==> src/derint_pkg.sv <==
// Package for the DER INTEGER decoder: widths, codes, state struct and helpers.
// Depends on nothing; used by every module of the decoder.
`timescale 1ns / 1ps

package derint_pkg;

   localparam int BYTE_W              = 8;
   localparam int CONTENT_W           = 32;
   localparam int VALUE_W             = 64;
   localparam int STATUS_W            = 3;
   localparam int HDR_W               = 3;
   localparam int REQ_TDATA_W         = 8;
   localparam int RSP_TDATA_W         = 72;
   localparam int LENGTH_BITS_DEFAULT = 32;

   localparam logic [BYTE_W-1:0]    TAG_INTEGER = 8'h02;
   localparam logic [BYTE_W-1:0]    FORM_LONG   = 8'h80;
   localparam logic [BYTE_W-1:0]    FORM_LONG_1 = 8'h81;
   localparam logic [BYTE_W-1:0]    FORM_LONG_4 = 8'h84;
   localparam logic [CONTENT_W-1:0] MAX_CONTENT = 32'd9;
   localparam logic [HDR_W-1:0]     SHORT_HDR   = 3'd2;

   typedef enum logic [STATUS_W-1:0] {
      STATUS_OK         = 3'd0,
      STATUS_BAD_HEADER = 3'd1,
      STATUS_WRONG_TAG  = 3'd2,
      STATUS_TOO_SMALL  = 3'd3,
      STATUS_RANGE      = 3'd4
   } status_type;

   typedef struct packed {
      logic [BYTE_W-1:0]    tag;
      logic [BYTE_W-1:0]    form;
      logic [CONTENT_W-1:0] content_len;
      logic [BYTE_W-1:0]    first;
      logic [VALUE_W-1:0]   sum;
   } derint_state_type;

   // Header length in bytes for a length byte; zero marks an invalid form.
   function automatic logic [HDR_W-1:0] hdr_len(input logic [BYTE_W-1:0] form);
      logic [HDR_W-1:0] len;
      len = '0;
      if (form < FORM_LONG) begin
         len = SHORT_HDR;
      end else if (form inside {[FORM_LONG_1:FORM_LONG_4]}) begin
         len = SHORT_HDR + HDR_W'(form - FORM_LONG);
      end
      return len;
   endfunction

endpackage

==> src/derint_parse.sv <==
// Byte parser of the DER INTEGER decoder: holds the per-buffer state registers
// and computes their next values from each byte. Depends on derint_pkg.
`timescale 1ns / 1ps

module derint_parse #(
   parameter int LENGTH_BITS = derint_pkg::LENGTH_BITS_DEFAULT
) (
   input  logic                             clock,
   input  logic                             reset,
   input  logic                             accept,
   input  logic [derint_pkg::BYTE_W-1:0]    data_byte,
   input  logic                             last_byte,
   output derint_pkg::derint_state_type     state_in,
   output logic [LENGTH_BITS-1:0]           count_in
);
   import derint_pkg::*;

   localparam int CMP_W = (LENGTH_BITS > CONTENT_W) ? LENGTH_BITS : CONTENT_W;

   derint_state_type       state_ff;
   logic [LENGTH_BITS-1:0] count_ff;
   logic [HDR_W-1:0]       hdr;
   logic [LENGTH_BITS-1:0] hdr_ext;
   logic [LENGTH_BITS-1:0] k;
   logic                   take_content;

   assign hdr     = hdr_len(state_ff.form);
   assign hdr_ext = LENGTH_BITS'(hdr);
   assign k       = count_ff - hdr_ext;
   assign take_content = (CMP_W'(k) < CMP_W'(state_ff.content_len)) &&
                         (k < LENGTH_BITS'(MAX_CONTENT));

   always_comb begin
      state_in = state_ff;
      if (count_ff == '0) begin
         state_in.tag = data_byte;
      end else if (count_ff == LENGTH_BITS'(1)) begin
         state_in.form        = data_byte;
         state_in.content_len = (data_byte < FORM_LONG) ? CONTENT_W'(data_byte) : '0;
      end else if (hdr != '0 && count_ff < hdr_ext) begin
         state_in.content_len = {state_ff.content_len[CONTENT_W-BYTE_W-1:0], data_byte};
      end else if (hdr != '0 && take_content) begin
         if (k == '0) begin
            state_in.first = data_byte;
         end
         state_in.sum = {state_ff.sum[VALUE_W-BYTE_W-1:0], data_byte};
      end
      // The byte count saturates at its all-ones value.
      count_in = (count_ff != '1) ? count_ff + LENGTH_BITS'(1) : count_ff;
   end

   always_ff @(posedge clock) begin
      if (reset) begin
         state_ff <= '0;
         count_ff <= '0;
      end else if (accept) begin
         if (last_byte) begin
            state_ff <= '0;
            count_ff <= '0;
         end else begin
            state_ff <= state_in;
            count_ff <= count_in;
         end
      end
   end

endmodule

==> src/derint_judge.sv <==
// Result evaluation of the DER INTEGER decoder: runs the ordered status checks
// on the state as it stands after the last byte. Depends on derint_pkg.
`timescale 1ns / 1ps

module derint_judge #(
   parameter int LENGTH_BITS = derint_pkg::LENGTH_BITS_DEFAULT
) (
   input  derint_pkg::derint_state_type     state_in,
   input  logic [LENGTH_BITS-1:0]           count_in,
   output derint_pkg::status_type           status,
   output logic [derint_pkg::VALUE_W-1:0]   value
);
   import derint_pkg::*;

   localparam int CMP_W = (LENGTH_BITS > CONTENT_W + 1) ? LENGTH_BITS : CONTENT_W + 1;

   logic [HDR_W-1:0] hdr;
   logic [CMP_W-1:0] need;
   logic [CMP_W-1:0] total;

   assign hdr   = hdr_len(state_in.form);
   assign need  = CMP_W'(hdr) + CMP_W'(state_in.content_len);
   assign total = CMP_W'(count_in);

   always_comb begin
      value = '0;
      if (total < CMP_W'(SHORT_HDR) || hdr == '0 || total < CMP_W'(hdr)) begin
         status = STATUS_BAD_HEADER;
      end else if (state_in.tag != TAG_INTEGER) begin
         status = STATUS_WRONG_TAG;
      end else if (need > total) begin
         status = STATUS_TOO_SMALL;
      end else if (state_in.content_len != '0 && state_in.first[BYTE_W-1]) begin
         status = STATUS_RANGE;
      end else if (state_in.content_len > MAX_CONTENT ||
                   (state_in.content_len == MAX_CONTENT && state_in.first != '0)) begin
         status = STATUS_RANGE;
      end else begin
         status = STATUS_OK;
         value  = state_in.sum;
      end
   end

endmodule

==> src/der_integer_decoder.sv <==
// Latency: a result appears in the cycle after its last byte is accepted.
// Throughput: one byte per cycle. The input waits only while a finished result
// sits in the result register and the receiver is not ready; a result taken in
// the same cycle frees the register, so bytes then keep flowing without a gap.
// Reset: synchronous, active high; it clears the parse state, the byte count
// and the result valid flag. No clearing pass is needed.
`timescale 1ns / 1ps

module der_integer_decoder #(
   parameter int LENGTH_BITS = derint_pkg::LENGTH_BITS_DEFAULT
) (
   input  logic                                clock,
   input  logic                                reset,
   // Input item stream.
   input  logic                                req_tvalid,
   output logic                                req_tready,
   input  logic [derint_pkg::REQ_TDATA_W-1:0]  req_tdata,  // [7:0] data_byte
   input  logic                                req_tlast,  // last_byte
   // Result item stream.
   output logic                                rsp_tvalid,
   input  logic                                rsp_tready,
   output logic [derint_pkg::RSP_TDATA_W-1:0]  rsp_tdata   // [2:0] status, [66:3] value,
                                                           // [71:67] zero
);
   import derint_pkg::*;

   localparam int PAD_W = RSP_TDATA_W - STATUS_W - VALUE_W;

   // An item is taken whenever the result register is empty or is being
   // drained in the same cycle, so a new byte can enter every cycle.
   logic                   accept;
   derint_state_type       state_in;
   logic [LENGTH_BITS-1:0] count_in;
   status_type             status;
   logic [VALUE_W-1:0]     value;

   logic                   rsp_valid_ff;
   logic                   rsp_valid_in;
   logic [RSP_TDATA_W-1:0] rsp_data_ff;
   logic [RSP_TDATA_W-1:0] rsp_data_in;

   assign req_tready = !rsp_valid_ff || rsp_tready;
   assign accept     = req_tvalid && req_tready;

   // The parser keeps tag, length byte, content length, first content byte
   // and the shifted-in value, and clears all of it after the last byte.
   derint_parse #(
      .LENGTH_BITS (LENGTH_BITS)
   ) u_parse (
      .clock     (clock),
      .reset     (reset),
      .accept    (accept),
      .data_byte (req_tdata[BYTE_W-1:0]),
      .last_byte (req_tlast),
      .state_in  (state_in),
      .count_in  (count_in)
   );

   // The status checks look at the state including the byte being accepted.
   derint_judge #(
      .LENGTH_BITS (LENGTH_BITS)
   ) u_judge (
      .state_in (state_in),
      .count_in (count_in),
      .status   (status),
      .value    (value)
   );

   // Only a last byte produces a result; otherwise a taken result retires.
   always_comb begin
      rsp_valid_in = rsp_valid_ff;
      rsp_data_in  = rsp_data_ff;
      if (accept && req_tlast) begin
         rsp_valid_in = 1'b1;
         rsp_data_in  = {{PAD_W{1'b0}}, value, status};
      end else if (rsp_tready) begin
         rsp_valid_in = 1'b0;
      end
   end

   always_ff @(posedge clock) begin
      if (reset) begin
         rsp_valid_ff <= 1'b0;
      end else begin
         rsp_valid_ff <= rsp_valid_in;
      end
      rsp_data_ff <= rsp_data_in;
   end

   assign rsp_tvalid = rsp_valid_ff;
   assign rsp_tdata  = rsp_data_ff;

endmodule

==> config.mk <==
export PLATFORM = sky130hd
export DESIGN_NAME = der_integer_decoder
export DESIGN_NICKNAME = d
export VERILOG_FILES = /design/src/derint_pkg.sv /design/src/derint_parse.sv /design/src/derint_judge.sv /design/src/der_integer_decoder.sv
export SDC_FILE = /design/constraint.sdc
export NUM_CORES = 1
export LEC_CHECK = 0
export BUFFER_PORTS_ARGS = -buffer_cell sky130_fd_sc_hd__clkbuf_2
export CORE_MARGIN = 1
export CORE_UTILIZATION = 45
export CTS_BUF_LIST = sky130_fd_sc_hd__clkbuf_2 sky130_fd_sc_hd__clkbuf_4 sky130_fd_sc_hd__clkbuf_8
export CTS_CLUSTER_DIAMETER = 100
export DETAILED_ROUTE_END_ITERATION = 10
export GPL_ROUTABILITY_DRIVEN = 0
export PLACE_DENSITY = 0.7
export SLEW_MARGIN = 10
export SYNTH_ARGS = -nofsm -noshare
export SYNTH_HDL_FRONTEND = slang
export SYNTH_SLANG_ARGS = --single-unit
==> constraint.sdc <==
create_clock -name clock -period 10.66 [get_ports clock]
set_input_delay 1.066 -clock clock [delete_from_list [all_inputs] [get_ports clock]]
set_output_delay 1.066 -clock clock [all_outputs]
set_load 0.05 [all_outputs]
==> results of run 1 <==
## metal layers
layer | vias to the layer above | global-route usage (%) | wire [um]
met5 | - | 0 | 0
met4 | 0 | 11.9 | 1950
met3 | 139 | 4.58 | 4080
met2 | 728 | 39.0 | 18500
met1 | 6319 | 34.9 | 18000
li1 | 6209 | - | -
## cells in the final DEF (no fill, tap or decap), types with 7 or more instances in the layout
cell	instances
nor2_1	236
xor2_1	40
ha_1	74
or4_1	10
nor4_1	40
edfxtp_1	67
a22oi_1	131
nor3_1	59
dfxtp_1	153
o21a_1	7
and3_1	19
xnor2_1	53
and4_1	8
and2_1	7
o31ai_1	9
a211oi_1	7
a31oi_1	8
inv_1	56
nand2b_1	9
a21o_1	17
mux2i_1	73
buf_4	20
nand4_1	43
nor3_2	53
clkbuf_2	80
o21ai_0	49
nor2b_1	7
a21oi_1	72
clkbuf_8	44
nand2_1	87
nand3_1	55
or3_1	11
o211ai_1	8
clkbuf_4	15
## cells by family after synthesis
family	count (synthesis)	share of synthesized area, %
XOR/XNOR	93	5.63
buffers and inverters	190	5.82
AND/OR/NAND/NOR	683	25.2
other	1	0.0259
multiplexers	75	5.21
AO/OA/AOI/OAI	352	16.4
adder cells (fa/ha/maj)	76	6.68
flip-flops	220	35.1
## synthesized netlist by cell type (7+ instances only)
cell / n
nor2_1: 237
dfxtp_1: 153
a22oi_1: 131
clkbuf_1: 89
nand2_1: 87
ha_1: 74
mux2i_1: 73
a21oi_1: 72
edfxtp_1: 67
nor3_1: 60
inv_1: 57
nand3_1: 55
xnor2_1: 53
nor3_2: 52
o21ai_0: 50
nand4_1: 43
nor4_1: 40
xor2_1: 40
and3_1: 19
buf_2: 19
a21o_1: 17
or3_1: 11
buf_1: 10
or4_1: 10
nand2b_1: 9
o31ai_1: 9
a31oi_1: 8
and4_1: 8
nor2b_1: 8
o211ai_1: 8
a211oi_1: 7
and2_1: 7
buf_4: 7
o21a_1: 7
## sequential cells by signal (all words and copies together) (netlist names)
register and count:
rsp_tvalid 1, u_parse.state_ff 120, rsp_tdata 67, u_parse.count_ff 32
## layout make-up
class                           count  area [um2]  area share [%]
Inverter                           57         214            1.35
Timing Repair Buffer              100         551            3.48
Tap cell                          402         503            3.18
Multi-Input combinational cell   1284        8600            54.3
Sequential cell                   220        5070            32.0
Clock inverter                     11         176            1.11
Clock buffer                       59         718            4.54
## report_power, final
| group | switching, mW | leakage [nW] | total (mW) | internal [mW] |
|---|---|---|---|---|
| registers | 0.00605 | 1.84 | 0.881 | 0.874 |
| logic | 0.166 | 3.20 | 0.214 | 0.0476 |
| clock network | 0.370 | 0.472 | 0.903 | 0.533 |
| total | 0.543 | 5.52 | 2.00 | 1.46 |
## worst max-delay path, delay by kind of cell (launching register included)
family                   cells  cell delay (ns)
buffers and inverters        1             0.06
adder cells (fa/ha/maj)      4             1.36
AND/OR/NAND/NOR             13             4.43
XOR/XNOR                     1             0.09
AO/OA/AOI/OAI                9             2.38
flip-flops                   1             0.32
## how the worst max path moves through the flow
| stage | startpoint | endpoint | slack [ns] |
|---|---|---|---|
| finish | u_parse.state_ff[107] | rsp_tdata[3] | 1.62 |
| global route | u_parse.state_ff[107] | rsp_tdata[12] | 0.96 |
| CTS | u_parse.state_ff[107] | rsp_tdata[3] | 1.87 |
| detailed placement | u_parse.state_ff[107] | rsp_tdata[3] | 1.92 |
| global placement | u_parse.state_ff[107] | rsp_tdata[12] | 2.24 |
| floorplan | u_parse.state_ff[107] | rsp_tdata[13] | 3.52 |
## stage by stage
step / total power [mW] / util (%) / cell area (um2) / setup slack (ns) / hold WS (ns)
global route: 2.07 / 50.2 / 15800 / 0.956 / 0.503
detailed placement: 1.11 / 47.4 / 14900 / 1.92 / 0.460
CTS: 2.01 / 50.2 / 15800 / 1.87 / 0.468
global placement: 1.10 / 47.4 / 14900 / 2.24 / 0.457
finish: 2.00 / 50.2 / 15800 / 1.62 / 0.470
floorplan: 1.06 / - / 14500 / 3.52 / 0.443
==> out/metrics.csv, run 1 <==
stage;metric;value;unit
outcome;status;finished, final reports clean;
synth;ys_seq_area_share;35.1;%
worst_setup_path;r2r-start;u_parse.state_ff[107];
clock_tree;cts_tree;built;
worst_setup_path;crit_required;10.91;ns
worst_setup_path;regToRegSetupSlack;1.62;ns
layout;diodes;0;
worst_hold_path;min_from;u_parse.state_ff[71];
grt;grt.overflow.total;0;
clock_tree;worstSkewPairLatency;0.58;ns
layout;drive_gt1_share;14.1;%
synth;synth_area_leaders;dfxtp_1 21%, edfxtp_1 14%, a22oi_1 6.8%, ha_1 6.4%, nor2_1 6.2%;
clock_tree;cts_buffers;39;
synth;ys.flop_type;dfxtp_1;
grt;grt_pass1_wl;67.5;mm
drt;drtIter0Drc;1852;
drt;vias_per_cell;6.28;
place;dpl.cell_count;2063;
die;die_height;181;um
layout;fin_cells;2133;
timing;skew;0.0370;ns
worst_setup_path;slowest_delay;0.98;ns
timing;period_share;84.8;%
timing;min_period;9.04;ns
worst_setup_path;slowest_stage;or3b_4;
timing;timing.fmax;111;MHz
clock_tree;cts_buffer_depth;3;
worst_setup_path;end_kind;register;
clock_tree;clock-sinks;220;
die;core_area;31600;um2
timing;finalSetupTns;0;ns
die;start_util;45.8;%
synth;synth_edf_count;67;
drt;vias;13400;
drt;first_pass_iters;6;
clock_tree;root_buffer;clkbuf_8;
power_and_ir_drop;p_leak;5.52;nW
synth;synth-seq-cells;220;
layout;fill_cells;3012;
clock_tree;postCtsHoldBufs;0;
clock_tree;htreeDepth;2;
grt;grt_max_degree;110;
layout;syn_to_final_growth;9.49;%
timing;maxSlewViolCount;0;
worst_setup_path;r2r-end;rsp_tdata[3];
drt;ant_nets;0;
timing;rsz0062_at_grt;no;
grt;grt_pass1_vias;12300;
worst_hold_path;hp-class;register to register;
timing;finalSetupViolCount;0;
synth;avgSynthCellArea;8.56;um2
die;io-pin-count;87;
clock_tree;post-cts-setup-buffers;0;
place;portBuffers;81;
synth;synth_top_area_share;21.2;%
worst_hold_path;hold_end;u_parse.state_ff[71];
drt;wire_per_inst;19.9;um
worst_setup_path;critPathMostFrequentCell;ha_1;
grt;grt_antenna_before_repair;0;
worst_setup_path;r2r_cells;28;
worst_setup_path;startpoint_type;register;
drt;totalWireLength;42.5;mm
die;std_cell_rows;65;
worst_setup_path;critPathMaxFanout;65;
power_and_ir_drop;p_per_area;126;nW/um2
synth;synthesis.area;14500;um2
job;maxCapViolCount;0;
clock_tree;cts_resized;0;
timing;hold_viol_final;0;
power_and_ir_drop;peakVddDrop;0.0659;mV
grt;grt.total_usage;25.5;%
layout;final_nets;1791;
synth;synth_cells;1690;
die;die_x;181;um
synth;yosysTopAreaCell;dfxtp_1;
synth;ys_warn_count;0;
drt;drc;0;
timing;relSlewSlack;18.0;%
place;dp_hpwl;30.1;mm
worst_setup_path;arrival;9.29;ns
timing;worst_pin_slew;1.23;ns
die;die_area;32900;um2
worst_setup_path;path_class;register to register;
synth;ys_types;76;
clock_tree;cts.clk_slew.worst_paths;0.06;ns
worst_hold_path;worstHoldPathCells;2;
synth;async_flop_share;0;%
Note: power is estimated with default switching activity, not from simulation.
==> inputs of run 2 (changes only) <==
PLACE_DENSITY = 0.72   (was 0.7)
clock period = 7.5 ns   (was 10.66 ns; I/O delays follow)
==> run 2 against run 1 <==
Compared with the run above:
- critical path depth increased by 1
- clock skew fell by 0.012 ns
- largest power group is now registers
- die area unchanged
- hold slack improved by 0.011 ns
- setup slack got worse by 1.3 ns
- sequential power up 42%
- total power up 40%
- final cell count rose by 1.7%
- non-clock buffer count is 34 higher
- fmax increased by 26%
- sequential cell count is the same
==> out/metrics.csv, run 2 (same netlist as run 1, synthesis figures left out) <==
stage;metric;value;unit;change
outcome;status;finished, final reports clean;;
layout;syn_to_final_growth;12.1;%;
power_and_ir_drop;p_per_area;172;nW/um2;+36%
grt;grt_max_degree;104;;-5.5%
die;std_cell_rows;65;;unchanged
layout;drive_gt1_share;16.8;%;+2.7 points
job;maxCapViolCount;0;;unchanged
timing;skew;0.0252;ns;-0.0118 ns
worst_setup_path;path_class;register to register;;
worst_setup_path;cp_num_buf_inv;1;;unchanged
die;core_area;31600;um2;unchanged
die;io-pin-count;87;;unchanged
clock_tree;worstSkewPairLatency;0.56;ns;-0.02 ns
place;placed_area;15200;um2;+1.7%
die;die_area;32900;um2;unchanged
layout;largest_reg_flops;120;;unchanged
clock_tree;cts_buffers;39;;unchanged
timing;timing.fmax;139;MHz;+26%
worst_hold_path;hp-class;register to register;;
drt;first_pass_iters;7;;+1
drt;drc;0;;unchanged
drt;ant_nets;0;;unchanged
worst_setup_path;slowest_stage;or4_4;;
power_and_ir_drop;power;2.79;mW;+40%
timing;period_share;95.8;%;+11 points
clock_tree;root_buffer;clkbuf_8;;
timing;hold_viol_final;0;;unchanged
drt;vias;13600;;+1.8%
clock_tree;postCtsHoldBufs;0;;unchanged
place;pre_cts_ws;-0.0146;ns;-1.94 ns
timing;worst_pin_slew;1.16;ns;-0.0682 ns
worst_setup_path;cp_num_cells;29;;+3.6%
place;dpl.cell_count;2092;;+1.4%
power_and_ir_drop;peakVddDrop;0.114;mV;+74%
timing;min_period;7.18;ns;-1.86 ns
grt;grt_antenna_before_repair;1;;+1
die;die_x;181;um;unchanged
layout;max_flop_register;u_parse.state_ff;;
drt;drtIter0Drc;1825;;-1.5%
clock_tree;clock-sinks;220;;unchanged
power_and_ir_drop;p_leak;5.71;nW;+3.5%
timing;finalSetupViolCount;0;;unchanged
timing;fin_ws;0.318;ns;-1.30 ns
worst_setup_path;critPathMaxFanout;32;;-51%
layout;mostFrequentLayoutCells;236 x nor2_1, 153 x dfxtp_1, 131 x a22oi_1;;
layout;final_util;51.4;%;+1.2 points
worst_setup_path;critPathMostFrequentCell;a21o_1;;
grt;grt_pass1_wl;68.4;mm;+1.2%
worst_setup_path;critical_path.top_delay_family;simple AND/OR/NAND/NOR gates;;
timing;finalSetupTns;0;ns;unchanged
layout;design_area;16200;um2;+2.4%
clock_tree;cts_buffer_depth;3;;unchanged
layout;final_nets;1825;;+1.9%
clock_tree;htreeDepth;2;;unchanged
die;die_height;181;um;unchanged
worst_setup_path;regToRegSetupSlack;0.32;ns;-1.30 ns
place;portBuffers;81;;unchanged
place;dp_hpwl;30.9;mm;+2.6%
worst_setup_path;crit_required;7.89;ns;-3.02 ns
worst_setup_path;startpoint_type;register;;
worst_setup_path;end_kind;register;;
timing;maxSlewViolCount;0;;unchanged
clock_tree;cts_tree;built;;
drt;vias_per_cell;6.28;;about the same
timing;hold_slack;0.481;ns;+0.0110 ns
grt;grt.overflow.total;0;;unchanged
worst_setup_path;arrival;7.57;ns;-1.72 ns
timing;relSlewSlack;22.1;%;+4.1 points
die;start_util;45.8;%;unchanged
grt;grt.total_usage;25.8;%;+0.25 points
drt;wire_per_inst;20.1;um;+1.1%
worst_setup_path;r2r_cells;29;;+3.6%
grt;grt_pass1_vias;12800;;+3.9%
drt;totalWireLength;43.7;mm;+2.8%
worst_hold_path;worstHoldPathCells;2;;unchanged
clock_tree;cts.clk_slew.worst_paths;0.06;ns;about the same
worst_setup_path;slowest_delay;0.57;ns;-0.41 ns
layout;final_common_cell;nor2_1;;
layout;fin_cells;2170;;+1.7%
[run 2: worst paths after layout]
path	startpoint	end
max	u_parse.state_ff[107]	rsp_tdata[7]
min	u_parse.state_ff[71]	u_parse.state_ff[71]
max reg2reg	u_parse.state_ff[107]	rsp_tdata[7]
min reg2reg	u_parse.state_ff[71]	u_parse.state_ff[71]
[run 2: power by group]
group | internal, mW | leakage, nW | total (mW) | switching (mW)
sequential | 1.24 | 1.84 | 1.25 | 0.00928
combinational | 0.0775 | 3.42 | 0.319 | 0.242
clock | 0.675 | 0.450 | 1.22 | 0.541
[run 2: repair_timing]
item,4_1_cts,5_1_grt
buffers inserted,0,4
endpoints found under the setup margin,27,65
cloned,0,1
pin swaps,0,4
gates resized for setup,1,19
[run 2: final cells by class]
| cell class | instances | area, um2 |
|---|---|---|
| multi-input cells | 1284 | 8690 |
| repair buffers | 134 | 868 |
| inverters | 57 | 214 |
| flip-flops and latches | 220 | 5070 |
| clock buffers | 57 | 728 |
| fillers | 2926 | 15300 |
| clock inverters | 15 | 138 |
| diodes | 1 | 2.50 |
| well taps | 402 | 503 |
[run 2: worst register-to-register path: cells and delay by family (launching register included)]
kind                     cells  cell delay, ns
XOR/XNOR                     1            0.14
AO/OA/AOI/OAI               12            2.40
buffers and inverters        1            0.26
flip-flops                   1            0.33
adder cells (fa/ha/maj)      4            1.19
AND/OR/NAND/NOR             11            2.71
[run 2: layer usage]
| metal | vias to the layer above | GRT usage, % | part of all wire, % |
|---|---|---|---|
| li1 | 6294 | - | - |
| met1 | 6417 | 34.2 | 42 |
| met2 | 749 | 40.4 | 44 |
| met3 | 177 | 4.94 | 9.5 |
| met4 | 0 | 12.0 | 4.8 |
| met5 | - | 0 | 0 |
==> inputs of run 3 (changes only) <==
RECOVER_POWER = 50   (was not set)
==> run 3 against run 2 <==
Compared with the run above:
- the flow now finishes with violations (max-capacitance violations, max-slew violations)
- sequential power is essentially flat
- final area shrank 0.65%
- total power shrank 0.16%
- register-to-register slack lost 0.04 ns
- utilization shrank 0.33 points
- critical path type unchanged
==> out/metrics.csv, run 3 (same netlist as run 1, synthesis figures left out) <==
stage;metric;value;unit;change
die;die_area;32900;um2;unchanged
grt;grt_pass1_vias;12800;;unchanged
drt;first_pass_iters;6;;-1
place;dp_hpwl;30.9;mm;unchanged
worst_setup_path;critPathLaunch;u_parse.count_ff[25];;
die;die_height;181;um;unchanged
timing;timing.fmax;138;MHz;-0.59%
die;std_cell_rows;65;;unchanged
clock_tree;cts_buffer_depth;3;;unchanged
timing;worst_pin_slew;4.43;ns;+3.27 ns
clock_tree;htreeDepth;2;;unchanged
grt;grt_max_degree;104;;unchanged
drt;ant_nets;0;;unchanged
worst_setup_path;path_class;register to register;;
worst_setup_path;critPathMaxFanout;32;;unchanged
power_and_ir_drop;peakVddDrop;0.114;mV;-0.41%
grt;grt.total_usage;25.8;%;unchanged
drt;drc;0;;unchanged
job;maxCapViolCount;5;;+5
clock_tree;cts_buffers;39;;unchanged
timing;maxSlewViolCount;243;;+243
worst_setup_path;r2r-start;u_parse.count_ff[25];;
worst_setup_path;end_kind;register;;
place;portBuffers;81;;unchanged
power_and_ir_drop;power;2.78;mW;-0.16%
clock_tree;cts.clk_slew.worst_paths;0.06;ns;about the same
worst_setup_path;arrival;7.63;ns;+0.06 ns
die;die_x;181;um;unchanged
worst_setup_path;regToRegSetupSlack;0.28;ns;-0.04 ns
outcome;violations;max-capacitance violations, max-slew violations;;
timing;hold_viol_final;0;;unchanged
drt;vias;13500;;-0.90%
drt;totalWireLength;43.7;mm;+0.10%
worst_setup_path;startpoint_type;register;;
worst_setup_path;r2r-end;rsp_tdata[64];;
place;pre_cts_ws;-0.0146;ns;unchanged
worst_setup_path;critPathCapture;rsp_tdata[64];;
layout;fin_cells;2170;;unchanged
clock_tree;root_buffer;clkbuf_8;;
power_and_ir_drop;p_per_area;173;nW/um2;+0.49%
grt;grt_antenna_before_repair;1;;unchanged
layout;largest_reg_flops;120;;unchanged
timing;period_share;96.3;%;+0.57 points
worst_setup_path;crit_required;7.90;ns;about the same
timing;min_period;7.22;ns;+0.0428 ns
clock_tree;cts_tree;built;;
worst_setup_path;r2r_cells;27;;-6.9%
clock_tree;worstSkewPairLatency;0.56;ns;about the same
layout;final_nets;1825;;unchanged
die;core_area;31600;um2;unchanged
die;io-pin-count;87;;unchanged
drt;drtIter0Drc;1794;;-1.7%
timing;skew;0.0278;ns;+0.00259 ns
drt;vias_per_cell;6.23;;-0.90%
worst_hold_path;hp-class;register to register;;
outcome;status;finished, violations left;;
grt;grt_pass1_wl;68.4;mm;unchanged
power_and_ir_drop;p_leak;5.49;nW;-3.8%
layout;drive_gt1_share;12.5;%;-4.2 points
layout;mostFrequentLayoutCells;236 x nor2_1, 153 x dfxtp_1, 131 x a22oi_1;;
layout;final_common_cell;nor2_1;;
timing;finalSetupViolCount;0;;unchanged
layout;final_util;51.1;%;-0.33 points
drt;wire_per_inst;20.2;um;+0.10%
place;dpl.cell_count;2092;;unchanged
layout;max_flop_register;u_parse.state_ff;;
timing;relSlewSlack;-195;%;-220 points
die;start_util;45.8;%;unchanged
timing;fin_ws;0.275;ns;-0.0428 ns
layout;syn_to_final_growth;11.4;%;
clock_tree;postCtsHoldBufs;0;;unchanged
grt;grt.overflow.total;0;;unchanged
clock_tree;clock-sinks;220;;unchanged
## run 3: changes by cell type in the layout (fill, tap and decap cells not counted)
cell	delta
o21ai_1	-1
and2_1	-1
clkbuf_1	+74
and2_0	+1
o21ai_0	+1
inv_1	+1
buf_4	-5
inv_2	-1
clkbuf_2	-69
## run 3: per-layer routing
metal  share of wire [%]  wire (um)  track usage [%]  vias up
met5                   0          0                0        -
met4                 4.8       2090             12.0        0
met3                 9.7       4220             4.94      165
met2                  44      19200             40.4      778
met1                  42      18200             34.2     6290
li1                    -          -                -     6281
## run 3: worst max-delay path, stage by stage (launching register included)
cell       delay [ns]
dfxtp_1          0.42
nor4_1           0.66
nand4b_1         0.46
or2_4            0.46
or4_1            0.59
nand3_1          0.11
o21ai_0          0.19
ha_1             0.34
a21o_1           0.10
a21oi_1          0.11
nand4b_1         0.36
nor4_2           0.34
buf_4            0.17
o21ai_0          0.10
xnor2_1          0.16
nor2_1           0.06
ha_1             0.19
a21o_1           0.18
a21o_1           0.17
a211oi_1         0.22
o21ai_0          0.12
o211ai_1         0.10
a311oi_1         0.12
o22ai_1          0.17
o21a_1           0.21
or3b_4           0.46
clkbuf_16        0.26
nor3_2           0.22
## run 3: worst min path at each step
| stage | startpoint | endpoint | depth (start not counted) |
|---|---|---|---|
| finish | u_parse.state_ff[71] | u_parse.state_ff[71] | 2 |
| global route | u_parse.state_ff[71] | u_parse.state_ff[71] | 2 |
| CTS | u_parse.state_ff[71] | u_parse.state_ff[71] | 2 |
| detailed placement | u_parse.state_ff[71] | u_parse.state_ff[71] | 2 |
| global placement | u_parse.state_ff[71] | u_parse.state_ff[71] | 2 |
| floorplan | u_parse.state_ff[71] | u_parse.state_ff[71] | 2 |
## run 3: metrics by stage
step | hold WS, ns | setup TNS, ns | area [um2]
final | 0.482 | 0 | 16100
after global routing | 0.525 | -0.432 | 16100
after CTS | 0.475 | 0 | 16100
after detailed placement | 0.466 | -0.0368 | 15200
after global placement | 0.464 | 0 | 15200
after floorplan | 0.443 | 0 | 14500
## run 3: power breakdown
| group | leakage [nW] | internal, mW | switching, mW | total, mW |
|---|---|---|---|---|
| logic | 3.20 | 0.0725 | 0.242 | 0.314 |
| registers | 1.84 | 1.24 | 0.00906 | 1.25 |
| clock network | 0.450 | 0.675 | 0.541 | 1.22 |
## run 3: layout make-up
cell class | instances | area, um2
Fill cell | 2967 | 15400
Multi-Input combinational cell | 1284 | 8690
Sequential cell | 220 | 5070
Timing Repair Buffer | 134 | 763
Clock buffer | 57 | 728
Tap cell | 402 | 503
Inverter | 57 | 214
Clock inverter | 15 | 138
Antenna cell | 1 | 2.50
## run 3: what timing repair did
action                     CTS  global route
pin swaps                    0             4
setup buffers                0             4
setup endpoints to repair   27            65
gates resized for setup      1            19
gates cloned                 0             1
